==> config.mk <==
export PLATFORM = sky130hd
export DESIGN_NAME = fasta_amino_acid_composition_top
export DESIGN_NICKNAME = d
export VERILOG_FILES = /design/src/rtl/faac_pkg.sv /design/src/rtl/fasta_amino_acid_composition_top.sv /design/src/rtl/faac_ram.sv
export VERILOG_INCLUDE_DIRS = /design/src /design/src/rtl
export SDC_FILE = /design/constraint.sdc
export NUM_CORES = 1
export LEC_CHECK = 0
export BUFFER_PORTS_ARGS = -buffer_cell sky130_fd_sc_hd__buf_4
export CORE_UTILIZATION = 56
export DETAILED_ROUTE_END_ITERATION = 8
export HOLD_SLACK_MARGIN = 0.02
export PLACE_DENSITY = 0.75
export REMOVE_ABC_BUFFERS = 1
export SYNTH_ARGS = -nofsm -noshare
export SYNTH_HDL_FRONTEND = slang
export SYNTH_SLANG_ARGS = --single-unit
==> constraint.sdc <==
create_clock -name clk -period 3.7 [get_ports clk]
set_input_delay 0.74 -clock clk [delete_from_list [all_inputs] [get_ports clk]]
set_output_delay 0.74 -clock clk [all_outputs]
set_load 0.05 [all_outputs]
==> src/rtl/fasta_amino_acid_composition_top_assert.svh <==
// Assertion macros for the amino acid composition counter.
// They expect signals named clk and rst in the module that uses them.
`ifndef FASTA_AMINO_ACID_COMPOSITION_TOP_ASSERT_SVH
`define FASTA_AMINO_ACID_COMPOSITION_TOP_ASSERT_SVH

// A condition that must hold at every clock edge outside reset.
`define FAAC_ASSERT_ALWAYS(lbl, cond, msg) \
  lbl: assert property (@(posedge clk) disable iff (rst) (cond)) else $error(msg);

// An implication checked in the same cycle.
`define FAAC_ASSERT_IMPLIES(lbl, ante, cons, msg) \
  lbl: assert property (@(posedge clk) disable iff (rst) (ante) |-> (cons)) \
    else $error(msg);

`endif

==> src/rtl/faac_pkg.sv <==
package faac_pkg;

  localparam int COUNT_BITS_DEFAULT = 16;
  localparam int NUM_RES            = 20;
  localparam int RES_W              = 5;
  localparam int OUT_CNT_W          = 16;

  localparam logic [RES_W-1:0] LAST_RES = RES_W'(NUM_RES - 1);

  localparam logic [7:0] CH_GT = 8'h3E;
  localparam logic [7:0] CH_NL = 8'h0A;

  typedef struct packed {
    logic [7:0] in_byte;
    logic       end_of_input;
  } in_item_t;

  typedef struct packed {
    logic [RES_W-1:0]     residue_index;
    logic [OUT_CNT_W-1:0] residue_count;
    logic                 last_of_record;
  } out_item_t;

  typedef struct packed {
    logic             hit;
    logic [RES_W-1:0] slot;
  } slot_t;

  // Maps an upper-case standard residue letter to its counter slot.
  function automatic slot_t letter_slot(input logic [7:0] b);
    slot_t s;
    s.hit  = 1'b1;
    s.slot = '0;
    case (b)
      8'h41:   s.slot = RES_W'(0);   // A
      8'h43:   s.slot = RES_W'(1);   // C
      8'h44:   s.slot = RES_W'(2);   // D
      8'h45:   s.slot = RES_W'(3);   // E
      8'h46:   s.slot = RES_W'(4);   // F
      8'h47:   s.slot = RES_W'(5);   // G
      8'h48:   s.slot = RES_W'(6);   // H
      8'h49:   s.slot = RES_W'(7);   // I
      8'h4B:   s.slot = RES_W'(8);   // K
      8'h4C:   s.slot = RES_W'(9);   // L
      8'h4D:   s.slot = RES_W'(10);  // M
      8'h4E:   s.slot = RES_W'(11);  // N
      8'h50:   s.slot = RES_W'(12);  // P
      8'h51:   s.slot = RES_W'(13);  // Q
      8'h52:   s.slot = RES_W'(14);  // R
      8'h53:   s.slot = RES_W'(15);  // S
      8'h54:   s.slot = RES_W'(16);  // T
      8'h56:   s.slot = RES_W'(17);  // V
      8'h57:   s.slot = RES_W'(18);  // W
      8'h59:   s.slot = RES_W'(19);  // Y
      default: s.hit  = 1'b0;
    endcase
    return s;
  endfunction

endpackage

==> src/rtl/fasta_amino_acid_composition_top.sv <==
// Amino acid composition counter for a FASTA byte stream.
// The input channel carries one item per text byte (in_valid, in_stall,
// in_data); an item with end_of_input set marks the end of the file.
// The output channel (out_valid, out_stall, out_data) carries one item
// per residue: twenty items in alphabetical letter order, the last one
// flagged with last_of_record, whenever a record with a sequence ends.
// Text bytes are taken at one per cycle while no flush is under way. The
// per-residue counters live in a small one-port-read memory; a count is
// read, then incremented and written back from the registered read data,
// with a forwarding register so that repeated letters in consecutive
// cycles still count correctly. When a record ends, the block stalls its
// input and walks the counter memory, a memory read and an output load
// per result, holding the input until the walk is done, output stalls included.
// The ending item starts the walk in S_READ; each result is registered into the output from S_SEND.
// A stalled output holds its item and the walk simply waits for it.
// Reset clears all counters at once through per-entry valid flags, and
// leaves the block outside any header with no pending sequence.
module fasta_amino_acid_composition_top
  import faac_pkg::*;
#(
  parameter int COUNT_BITS = COUNT_BITS_DEFAULT
) (
  input  logic      clk,
  input  logic      rst,
  input  logic      in_valid,
  output logic      in_stall,
  input  in_item_t  in_data,
  output logic      out_valid,
  input  logic      out_stall,
  output out_item_t out_data
);

  localparam logic [COUNT_BITS-1:0] CNT_MAX = {COUNT_BITS{1'b1}};
  localparam int WIDE_W = (COUNT_BITS > OUT_CNT_W) ? COUNT_BITS : OUT_CNT_W;

  typedef enum logic [1:0] {
    S_IDLE,
    S_READ,
    S_SEND
  } state_t;

  state_t st;

  logic                  in_header;
  logic                  have_seq;
  logic [NUM_RES-1:0]    entry_ok;
  logic                  rd_ok;
  logic                  inc_valid;
  logic [RES_W-1:0]      inc_slot;
  logic                  fwd_valid;
  logic [RES_W-1:0]      fwd_slot;
  logic [COUNT_BITS-1:0] fwd_data;
  logic [RES_W-1:0]      flush_idx;

  logic                  in_acc;
  slot_t                 sl;
  logic                  is_eoi;
  logic                  is_gt;
  logic                  is_nl;
  logic                  seq_byte;
  logic                  do_inc;
  logic                  do_flush;
  logic                  ram_re;
  logic [RES_W-1:0]      ram_raddr;
  logic [COUNT_BITS-1:0] ram_rdata;
  logic [COUNT_BITS-1:0] cur_cnt;
  logic [COUNT_BITS-1:0] new_cnt;
  logic [COUNT_BITS-1:0] flush_cnt;
  logic [WIDE_W-1:0]     flush_wide;
  logic                  out_free;
  logic                  send_now;

  // Input decode. A sequence byte is anything outside a header that is
  // neither a record marker nor a newline; only standard letters count.
  assign in_stall = (st != S_IDLE);
  assign in_acc   = in_valid && !in_stall;
  assign sl       = letter_slot(in_data.in_byte);
  assign is_eoi   = in_data.end_of_input;
  assign is_gt    = (in_data.in_byte == CH_GT);
  assign is_nl    = (in_data.in_byte == CH_NL);
  assign seq_byte = !is_eoi && !in_header && !is_gt && !is_nl;
  assign do_inc   = in_acc && seq_byte && sl.hit;
  assign do_flush = in_acc && have_seq && (is_eoi || (!in_header && is_gt));

  // The memory is read by the increment path when idle and by the walk
  // during a flush; the two never overlap.
  assign ram_re    = do_inc || (st == S_READ);
  assign ram_raddr = (st == S_READ) ? flush_idx : sl.slot;

  // Second stage of the increment: take the freshest value of the slot.
  // An entry not written since its last clear reads as zero.
  always_comb begin
    if (fwd_valid && (fwd_slot == inc_slot)) begin
      cur_cnt = fwd_data;
    end else if (rd_ok) begin
      cur_cnt = ram_rdata;
    end else begin
      cur_cnt = '0;
    end
    new_cnt = (cur_cnt == CNT_MAX) ? cur_cnt : cur_cnt + 1'b1;
  end

  assign flush_cnt  = rd_ok ? ram_rdata : '0;
  assign flush_wide = WIDE_W'(flush_cnt);
  assign out_free   = !out_valid || !out_stall;
  assign send_now   = (st == S_SEND) && out_free;

  faac_ram #(
    .WIDTH (COUNT_BITS),
    .DEPTH (NUM_RES)
  ) u_counts (
    .clk   (clk),
    .we    (inc_valid),
    .waddr (inc_slot),
    .wdata (new_cnt),
    .re    (ram_re),
    .raddr (ram_raddr),
    .rdata (ram_rdata)
  );

  // Parser state and the increment pipeline.
  always_ff @(posedge clk) begin
    if (rst) begin
      in_header <= 1'b0;
      have_seq  <= 1'b0;
      inc_valid <= 1'b0;
      fwd_valid <= 1'b0;
      rd_ok     <= 1'b0;
      entry_ok  <= '0;
    end else begin
      if (in_acc) begin
        if (is_eoi) begin
          in_header <= 1'b0;
        end else if (in_header) begin
          if (is_nl) begin
            in_header <= 1'b0;
          end
        end else if (is_gt) begin
          in_header <= 1'b1;
        end
      end
      if (do_flush) begin
        have_seq <= 1'b0;
      end else if (in_acc && seq_byte) begin
        have_seq <= 1'b1;
      end
      inc_valid <= do_inc;
      // The forwarding copy is only good in the cycle after its write.
      fwd_valid <= inc_valid;
      if (ram_re) begin
        rd_ok <= entry_ok[ram_raddr];
      end
      if (inc_valid) begin
        entry_ok[inc_slot] <= 1'b1;
      end
      if (send_now) begin
        entry_ok[flush_idx] <= 1'b0;
      end
    end
  end

  always_ff @(posedge clk) begin
    if (do_inc) begin
      inc_slot <= sl.slot;
    end
    if (inc_valid) begin
      fwd_slot <= inc_slot;
      fwd_data <= new_cnt;
    end
  end

  // Flush sequencer and output register.
  always_ff @(posedge clk) begin
    if (rst) begin
      st        <= S_IDLE;
      out_valid <= 1'b0;
      flush_idx <= '0;
    end else begin
      if (out_valid && !out_stall && !send_now) begin
        out_valid <= 1'b0;
      end
      case (st)
        S_IDLE: begin
          if (do_flush) begin
            flush_idx <= '0;
            st        <= S_READ;
          end
        end
        S_READ: begin
          st <= S_SEND;
        end
        S_SEND: begin
          if (out_free) begin
            out_valid                   <= 1'b1;
            out_data.residue_index      <= flush_idx;
            out_data.residue_count      <= flush_wide[OUT_CNT_W-1:0];
            out_data.last_of_record     <= (flush_idx == LAST_RES);
            if (flush_idx == LAST_RES) begin
              st <= S_IDLE;
            end else begin
              flush_idx <= flush_idx + 1'b1;
              st        <= S_READ;
            end
          end
        end
        default: begin
          st <= S_IDLE;
        end
      endcase
    end
  end

  `include "fasta_amino_acid_composition_top_assert.svh"

  `FAAC_ASSERT_IMPLIES(a_last_is_y, out_valid && out_data.last_of_record,
                       out_data.residue_index == LAST_RES,
                       "last_of_record on a residue other than the last")
  `FAAC_ASSERT_IMPLIES(a_inc_not_in_flush, inc_valid, st == S_IDLE,
                       "counter update overlaps a flush walk")
  `FAAC_ASSERT_ALWAYS(a_walk_in_range, (st == S_IDLE) || (flush_idx <= LAST_RES),
                      "flush walk index out of range")

endmodule

==> src/rtl/faac_ram.sv <==
module faac_ram #(
  parameter int WIDTH = 16,
  parameter int DEPTH = 20
) (
  input  logic                     clk,
  input  logic                     we,
  input  logic [$clog2(DEPTH)-1:0] waddr,
  input  logic [WIDTH-1:0]         wdata,
  input  logic                     re,
  input  logic [$clog2(DEPTH)-1:0] raddr,
  output logic [WIDTH-1:0]         rdata
);

  logic [WIDTH-1:0] mem [DEPTH];

  // A read at the address being written returns the old contents.
  always_ff @(posedge clk) begin
    if (we) begin
      mem[waddr] <= wdata;
    end
    if (re) begin
      rdata <= mem[raddr];
    end
  end

endmodule
# Word level (Yosys, flattened, before mapping)
# Memories as Yosys holds them, arrays and structs flattened. A register that Yosys moved wholly into a read port is not among the register bits.
# Index checks and enable logic that the tools add are counted.
# totals
reg_bits	81
output_inout_bits	24
ramBits	320
memories	1
word_cells	123
# memory_table
memory	depth	width	read_ports	rd_ports_with_merged_regs	write_ports	line	rtl
u_counts.mem	20	16	1	1	1	faac_ram.sv:14	logic [WIDTH-1:0] mem [DEPTH];
# classes
eq_ne	30
bitwise_logic	4
addsub	2
reduce_logical	34
muxes	32
n_lt_le_gt_ge	5
# op_table
operator	n
$eq A8 B7 Y1 const B	20
$pmux W5 S19	1
$mux W20	3
$mux W16	3
$and A20 B20 Y20	1
$mux W5	4
$not A20 Y20	1
$or A20 B20 Y20	1
$reduce_or A20 Y1	1
$lt A5 B6 Y1 const B	3
$add A16 B1 Y16 const B	1
$eq A16 B16 Y1 const B	1
$logic_and A1 B1 Y1	15
$mux W1	14
$demux W1 S5	2
$ge A5 B1 Y1 const B	2
$pmux W5 S2	1
$eq A8 B4 Y1 const B	1
$eq A8 B6 Y1 const B	1
$logic_not A1 Y1	8
$ne A2 B2 Y1 const B	3
$pmux W2 S3	1
$add A5 B1 Y5 const B	1
$bmux W1 S5	1
other kinds (13)	17

# Depth between registers and ports, before layout
# depth
depth_word	9
mapped_depth	14

# Hierarchy
# From an unflattened synthesis, not the netlist that was laid out.
# hier_totals
hier_cells	1120
area_unflattened_um2	17294.1
# by_module_without_submodules
module	n_inst	cells_per_inst	area_per_inst_um2
faac_ram	1	682	12941.2
fasta_amino_acid_composition_top	1	438	4352.9

# Least setup slack after synthesis
# OpenSTA, ideal clock, no wires.
# synth_path
path_type	register to register
startpoint	register inc_slot[2]
endpoint	register fwd_data[5], data pin
period_less_slack_ps	3660
required_time_ps	3385
t_arrival_ps	3345
slack_ps	40
setup_ps	315
path_buffers	4
stages_incl_launch_ff	15
cell_sequence	edfxtp_1 xnor2_1 and4_1 buf_2 nand2_1 buf_2 buf_2 mux2_2 ha_1 inv_1 a221oi_1 and4_1 buf_2 a211oi_1 xor2_1
# synth_via
elab_chain_cells	5
elab_cells_between_ends	6
# synth_rtl
element	line	rtl
from (decl)	fasta_amino_acid_composition_top.sv:49	logic [RES_W-1:0] inc_slot;
from (signal assigned)	fasta_amino_acid_composition_top.sv:164	inc_slot <= sl.slot;
$eq A5 B5 Y1 *	fasta_amino_acid_composition_top.sv:93	if (fwd_valid && (fwd_slot == inc_slot)) begin
$logic_and A1 B1 Y1 *	fasta_amino_acid_composition_top.sv:93	
$mux W16 *	fasta_amino_acid_composition_top.sv:93	
$add A16 B1 Y16 or $eq A16 B16 Y1 (tied branches)	fasta_amino_acid_composition_top.sv:100	new_cnt = (cur_cnt == CNT_MAX) ? cur_cnt : cur_cnt + 1'b1;
$mux W16 *	fasta_amino_acid_composition_top.sv:100	
named net new_cnt[5]	fasta_amino_acid_composition_top.sv:67	logic [COUNT_BITS-1:0] new_cnt;
to (signal assigned)	fasta_amino_acid_composition_top.sv:168	fwd_data <= new_cnt;
to (decl)	fasta_amino_acid_composition_top.sv:52	logic [COUNT_BITS-1:0] fwd_data;
# Mark *: on every way through the listed nets, which the timed path passes. The rest lies on a longest branch.
# A chain may end at the register's enable or synchronous reset.

# Worst setup path after layout
# layout_path
startpoint	register inc_slot[2]
endpoint	memory u_counts.mem[9][1], data pin
# layout_via
elab_chain_cells	5
elab_cells_between_ends	6
# layout_rtl
element	line
$eq A5 B5 Y1 *	fasta_amino_acid_composition_top.sv:93
$logic_and A1 B1 Y1 *	fasta_amino_acid_composition_top.sv:93
$mux W16 *	fasta_amino_acid_composition_top.sv:93
$add A16 B1 Y16 or $eq A16 B16 Y1 (tied branches)	fasta_amino_acid_composition_top.sv:100
$mux W16 *	fasta_amino_acid_composition_top.sv:100
named net new_cnt[1]	fasta_amino_acid_composition_top.sv:67
to (decl)	faac_ram.sv:14
# Marked as above.

==> results.yml <==
worst_setup_path:
  path_max_fanout: 21
  critical_path_arrival_ns: 3.78
  required_ns: 3.91
  cp-start-kind: "flip-flop"
  path_class: "flip-flop to flip-flop"
  end_kind: "flip-flop"
placed_design:
  dp_hpwl_um: 27400
  io_buffers: 36
  gp_congestion: 0.925
  place_ws_ns: 0.224
detailed_routing:
  drtIter0Drc: 1490
  wl_um: 43300
  vias: 11945
  vias_per_cell: 6.62
  firstDrtPassIters: 6
  drc: 0
  drt-wirelength-per-cell_um: 24.0
  ant_nets: 0
synth:
  ys_seq_area_frac: 0.686
  synthFlopType: "edfxtp_1"
  async_flop_share: 0
  synth_cell_types: 73
  synth.most_common_cell: "edfxtp_1"
  post-synth-top-area-cell: "edfxtp_1"
  netlist.area_leader.share: 0.649
  yosys_register_bits: 417
  synth_edf_count: 384
  synth_top_cells_by_count: "384 x edfxtp_1, 137 x nand3_1, 84 x a211oi_1, 84 x o21ai_0, 62 x nor2_1"
  synthesis.instances: 1321
  avgSynthCellArea_um2: 13.5
  ys_top_cells_by_area: "edfxtp_1 65%, nand3_1 3.9%, dfxtp_1 3.7%"
  ys_warn_count: 0
  syn_area_um2: 17800
cells_and_area:
  finalNetCount: 1396
  nFillCells: 2180
  multi_input_area_um2: 5050
  drive_gt1_frac: 0.146
  syn_to_final_growth_pct: 12.6
  register_area_um2: 12200
  antenna_cells: 0
sta:
  fin_crit_sh: 0.964
  tightestPinTransition_ns: 1.19
  finalWorstSetupSlack_ns: 0.133
  finalSetupViolCount: 0
  max_slew_margin: 0.200
  hold-worst-slack_ns: 0.463
  finClkSkew_ns: 0.0199
  drv_slew: 0
  min_period_ns: 3.57
  rsz0062_at_grt: "yes"
  hold_viol: 0
  fmax_mhz: 280
clock_network:
  cts_buffers: 41
  clock_sinks: 417
  htreeDepth: 2
  clockRootBuffer: "clkbuf_16"
  tritoncts: "yes"
  clk_pin_slew_worst_paths_ns: 0.06
  clk_path_buf_depth: 3
  ctsHoldBuffers: 0
  clk_latency_ns: 0.54
floorplan:
  rows: 64
  die_h_um: 180
  initial_core_util: 0.575
  fp.dieArea_um2: 32500
  fp.coreArea_um2: 30900
  ios: 37
  die_x_um: 180
grt:
  grt_overflow: 0
  antenna_found_initial: 0
  grt_pass1_wl_um: 66400
  grt_max_degree: 52
  grt_pass1_vias: 11144
  grtUsageTotal: 0.265
outcome:
  status: "complete, no violations"
power_and_ir_drop:
  p_per_area_nw_per_um2: 468
  vdd_ir_drop_max_v: 0.000286
  p_leak_nw: 6.65
flow_run:
  cap_violations: 0
worst_hold_path:
  hold_path.class: "input port to flip-flop"
[worst max-delay path: stages, from the launching register on]
cell	delay [ns]
edfxtp_1	0.47
xnor2_1	0.23
and4_1	0.28
nand2_1	0.21
mux2_2	0.36
ha_1	0.16
inv_1	0.06
a221oi_1	0.34
and4_1	0.54
mux2_2	0.58
[registers in the layout, indices dropped and copies added (netlist names)]
signal          cells
entry_ok           20
flush_idx           5
fwd_data           16
fwd_slot            5
fwd_valid           1
have_seq            1
in_header           1
inc_slot            5
inc_valid           1
out_data           22
out_valid           1
rd_ok               1
st                  2
u_counts.mem      320
u_counts.rdata     16
[what timing repair did]
item | CTS | global route
endpoints found under the setup margin | 0 | 41
hold endpoints to repair | 0 | 0
resized for setup | 0 | 2
buffers inserted | 0 | 0
[path summary, 6_finish.rpt]
kind	start	endpoint	slack (ns)	depth (start not counted)
setup reg to reg	inc_slot[2]	u_counts.mem[9][1]	0.13	9
setup / recovery	inc_slot[2]	u_counts.mem[9][1]	0.13	9
hold / removal	out_stall	out_valid	0.46	3
hold reg to reg	have_seq	have_seq	0.46	2
[routing by layer]
layer / up-vias / global-route usage / routed length [um]
met5: - / 0 / 0
met4: 0 / 0.0783 / 971
li1: 5287 / - / -
met1: 5840 / 0.384 / 17700
met3: 89 / 0.0485 / 4690
met2: 729 / 0.413 / 20000
[layout by cell type (no fill, tap or decap), types with 11 or more instances in the layout]
cell,Yosys,routed
inv_1,40,40
xor2_1,11,11
edfxtp_1,384,384
dfxtp_1,33,33
a221oi_1,32,32
o31ai_1,16,16
a211oi_1,84,84
o21ai_0,84,84
and3_1,24,24
buf_4,2,108
nand2_1,40,39
nor2_1,62,61
nand4_1,11,11
a32oi_1,15,15
mux2i_1,56,55
clkbuf_16,0,41
nand3_1,137,137
a21oi_1,30,30
and2_1,18,18
o22ai_1,13,13
[cells by family (layout without fill, tap and decap cells)]
kind of cell | count (synthesis) | count (layout) | share of synthesized area
DFF | 417 | 417 | 0.686
and+or+nand+nor | 352 | 352 | 0.104
AOI/OAI and AO/OA | 322 | 322 | 0.125
buffers and inverters | 138 | 225 | 0.0332
muxes | 67 | 67 | 0.0386
xor gates and xnor gates | 20 | 20 | 0.00986
adders and majority gates | 5 | 5 | 0.00352
[final cells by class]
class / instances / area share
Inverter: 41 / 0.00769
Tap cell: 396 / 0.0248
Clock inverter: 27 / 0.0105
Clock buffer: 46 / 0.0522
Multi-Input combinational cell: 766 / 0.252
Sequential cell: 417 / 0.609
Timing Repair Buffer: 111 / 0.0435
[power breakdown]
group,internal (mW),total [mW],leakage [nW],switching [mW]
Sequential,5.11,5.12,3.69,0.00766
Clock,2.24,3.95,0.618,1.71
Combinational,0.0977,0.314,2.35,0.216
[through the flow]
step | std cells | utilization | power, mW | cell area [um2] | setup TNS, ns
2_1_floorplan | 1224 | - | 5.39 | 17300 | -21.13
3_3_place_gp | 1731 | 0.607 | 5.52 | 18700 | 0
3_5_place_dp | 1731 | 0.607 | 5.52 | 18700 | 0
4_1_cts | 1804 | 0.647 | 9.41 | 20000 | 0
5_1_grt | 1804 | 0.648 | 9.60 | 20000 | -0.126
6_report | 1804 | 0.648 | 9.38 | 20000 | 0
Note: power is estimated with default switching activity, not from simulation.
